[src/rtl/iprl_ram.sv]
// ----------------------------------------------------------------------------
// iprl_ram
// Generic single-write, single-read RAM with registered read.
// ----------------------------------------------------------------------------
module iprl_ram #(
  parameter int WIDTH = 8,
  parameter int DEPTH = 16
) (
  input  logic                     clk,
  input  logic                     wr_en,
  input  logic [$clog2(DEPTH)-1:0] wr_addr,
  input  logic [WIDTH-1:0]         wr_data,
  input  logic                     rd_en,
  input  logic [$clog2(DEPTH)-1:0] rd_addr,
  output logic [WIDTH-1:0]         rd_data
);

  logic [WIDTH-1:0] mem [DEPTH];

  // write port
  always_ff @(posedge clk) begin
    if (wr_en) begin
      mem[wr_addr] <= wr_data;
    end
  end

  // registered read port
  always_ff @(posedge clk) begin
    if (rd_en) begin
      rd_data <= mem[rd_addr];
    end
  end

endmodule

[config.mk]
export PLATFORM = sky130hd
export DESIGN_NAME = iprl_ram
export DESIGN_NICKNAME = d
export VERILOG_FILES = /design/src/rtl/iprl_ram.sv
export SDC_FILE = /design/constraint.sdc
export NUM_CORES = 1
export LEC_CHECK = 0
export BUFFER_PORTS_ARGS = -buffer_cell sky130_fd_sc_hd__buf_2
export CORE_MARGIN = 1
export CORE_UTILIZATION = 25
export CTS_CLUSTER_SIZE = 25
export DETAILED_ROUTE_END_ITERATION = 6
export GPL_ROUTABILITY_DRIVEN = 1
export PLACE_DENSITY = 0.47
export RECOVER_POWER = 25
export SLEW_MARGIN = 30
export SYNTH_ARGS = -nofsm -noshare
export SYNTH_HDL_FRONTEND = slang
export SYNTH_SLANG_ARGS = --single-unit
[constraint.sdc]
create_clock -name clk -period 2 [get_ports clk]
set_input_delay 0.1 -clock clk [delete_from_list [all_inputs] [get_ports clk]]
set_output_delay 0.1 -clock clk [all_outputs]
set_load 0.01 [all_outputs]
; ---- Yosys cells after proc, flatten, opt, wreduce, memory -nomap -nowiden
; Memory sizes are Yosys's and may differ from the RTL's. A register that Yosys moved wholly into a read port is not among the register bits.
; Cells that the tools add are included.
[totals]
mem_bits_rw = 128
inputBits = 19
elab_cells = 3
regBits = 0
output_inout_bits = 8
memories = 1
[mem_list]
columns = memory, words, width, rd, rd_clocked_by_memory_dff, write_ports, line
row1 = mem, 16, 8, 1, 1, 1, 18  ; logic [WIDTH-1:0] mem [DEPTH];
[op_classes]
mux = 2
[op_table]
columns = operator, count
row1 = 1-bit two-way mux, 2

; ---- Depth between registers and ports, before layout
[logic_depth]
ltp_word = 2
mapped_depth = 5

; ---- Worst setup path after synthesis
; Ideal clock, no wire load.
[synth_path]
path_kind = in2reg
start = in wr_addr[2]
end = mem mem[0][0], enable pin
setup_time_ps = 383
t_arrival_ps = 1210
t_required_ps = 1617
cell_stages = 2
setup_slack_ps = 407
path_cell_list = or3b_2 nor3_1
[synth_rtl]
columns = item, line
row1 = from (decl), 11  ; input logic [$clog2(DEPTH)-1:0] wr_addr,
row2 = to (decl), 18
; Straight into the memory's write port.

==> metrics <==
TNS Setup=0 ns; CTS tree=done; Max Clk Rate=653 MHz; average wire per standard cell=19.6 um; final WL=11,100 um; global route overflow=0; CORE AREA=20,400 um^2; Final Util=31.4%; Period Utilization, post-route=76.6%; Worst VDD drop=0.539 mV; sequential-to-total area share from yosys stat=78.1%; port buffer count=26; dpl hpwl=7190 um; largest delay contributor family on the critical path=multiplexers; metal2 WL=5160 um; Worst path max stage delay=0.51 ns; RSZ-0062 raised after global routing=false; clock latency at the later pin of the worst-skew pair=0.41 ns; Slew Limit Fails=0; critical path launch point type=flop; gr usage total=11.3%; Worst Path Arrival=1.69 ns; antenna violations before repair=1; Yosys warnings=0; final setup fails=0; largest family of logic cells by synthesized area=multiplexers; Setup crit end kind=flop; clk slew on worst S/H paths=0.05 ns; hold crit path type=in -> reg; Cell Chain, Critical Path=mux4_1, a22oi_1, nand2_1; commonest non-fill, non-tap cell in the layout=edfxtp_1; Via density=4.38; fraction of layout cells with a size suffix above 1=29.3%; number of global-route vias before repair=2,660; leakage power=2.11 nW; Clock Tree Buf Depth=2; simple-gate portion of the synthesized area=3.14%; Final GP Congestion=0.672; Synth top area share=78.1%; WL met3=688 um; relative slew slack=54.5%; Syn Nets=248; slew of the pin with the lowest slew margin=0.683 ns; Die Wd=147 um; total CTS buffers=17; Synth area leaders=edfxtp_1, mux4_2, mux4_1; sequential share of power=48.6%; Mapped Cells=229; largest net degree at the start of global routing=18; status=finished, final reports clean; 1st-iter DRT viols=235; met1 wire length=5130 um; mux contribution to synthesized area=14.8%; Starting Density=25.7%; most frequent cells in the layout=edfxtp_1, buf_2, buf_4, mux4_2, clkbuf_16; CP bufs+invs=0; post-synth cell types=18; DRT Pass-1 Iters=4; root buffer cell=clkbuf_16; area grow syn2layout=22.3%; height of the die=147 um; fraction of the mapped netlist area in compound gates=2.30%; Antenna diodes=0; die footprint=21,500 um^2; PD cells=1040 nW/um^2; CTS resizes=0; htree depth=4; Sinks on Clock Net=136; CP max FO=1; post-CTS setup buffer count=0; first-pass GRT wire length=16,800 um; CP max-delay cell=mux4_1; total power=6.66 mW; Post-Syn Area=5230 um^2; final period demand of the worst path=1.53 ns; count of hold-fix buffers inserted at cts=0; post-synthesis adder-cell area fraction=0%; Routed Antenna Nets=0; logic gate share of total power=4.6%; clock network power share=46.8%; Switching Share=19.1%; Top-Level Pins=27; number of remaining DRC errors=0; clock skew=0.00657 ns; Post-Synth XOR/XNOR Area=0%; CP Data Required Time=2.16 ns; Hold Fails Final Rpt=0; critical path class=reg -> reg; net load switching power=1.27 mW; DR top layer=met5; area leader, netlist=edfxtp_1; Power Internal=5.39 mW; floorplan row count=52; MaxCap Viol Count=0; flip-flop and latch count after synthesis=136; synthesized area per cell=22.8 um^2; Nets=305; vias post-DR=2,482
state kept, by name, summed over array words and instances, names as in the netlist:
signal	cells
mem	128
rd_data	8
worst reg2reg max path, delay by kind of cell, from the launching register on:
kind | cells | cell delay [ns]
flip-flops | 1 | 0.35
AND/OR/NAND/NOR | 1 | 0.08
multiplexers | 1 | 0.51
AO/OA/AOI/OAI | 1 | 0.33
metrics by stage:
stage | hold WS, ns | setup WS, ns | std cells | area, um^2
after detailed placement | 0.504 | 0.263 | 537 | 5810
after global routing | 0.0686 | 0.385 | 567 | 6390
after CTS | 0.0564 | 0.426 | 567 | 6400
after floorplan | 0.199 | 0.407 | 229 | 5230
after global placement | 0.492 | 0.279 | 537 | 5810
final | 0.0801 | 0.468 | 567 | 6390
final timing paths:
kind / start / endpoint / slack, ns / cells past startpoint
setup / recovery: mem[1][2] / rd_data[2] / 0.47 / 3
hold / removal: rd_en / rd_data[0] / 0.08 / 1
setup reg to reg: mem[1][2] / rd_data[2] / 0.47 / 3
hold reg to reg: mem[12][2] / rd_data[2] / 0.76 / 3
logic make-up (layout without fill, tap and decap cells):
group                  after synthesis  after routing
flip-flops                         136            136
AND/OR/NAND/NOR                     35             35
multiplexers                        32             32
AO/OA/AOI/OAI                       16             16
buffers and inverters               10             78
Yosys cell counts, drive strengths merged:
cell type,number
a22oi,16
and2,1
and2b,1
buf,7
clkdlybuf4s25,3
edfxtp,136
mux4,32
nand2,9
nand2b,2
nand3,1
nand3b,2
nor2,13
nor2b,1
nor3,4
or3b,1
layer usage:
layer  global-route usage [%]  vias to the layer above
met4                     4.17                        2
met2                     16.7                       67
met3                     3.94                       12
met5                        0                        -
met1                     15.2                     1307
li1                         -                     1094
power groups by stage:
| stage | Sequential, mW | Clock, mW | Combinational [mW] |
|---|---|---|---|
| floorplan | 3.29 | 0 | 0.162 |
| global placement | 3.29 | 0 | 0.314 |
| detailed placement | 3.29 | 0 | 0.319 |
| CTS | 3.23 | 3.19 | 0.320 |
| global route | 3.24 | 3.29 | 0.338 |
| finish | 3.23 | 3.12 | 0.308 |
area by class of cell:
cell class	instances	area (um^2)
fillers	1943	14000
multi-input cells	83	1060
clock buffers	18	429
well taps	270	338
repair buffers	48	325
clock inverters	12	159
flip-flops and latches	136	4080
Power figures use the tool's default switching activity.
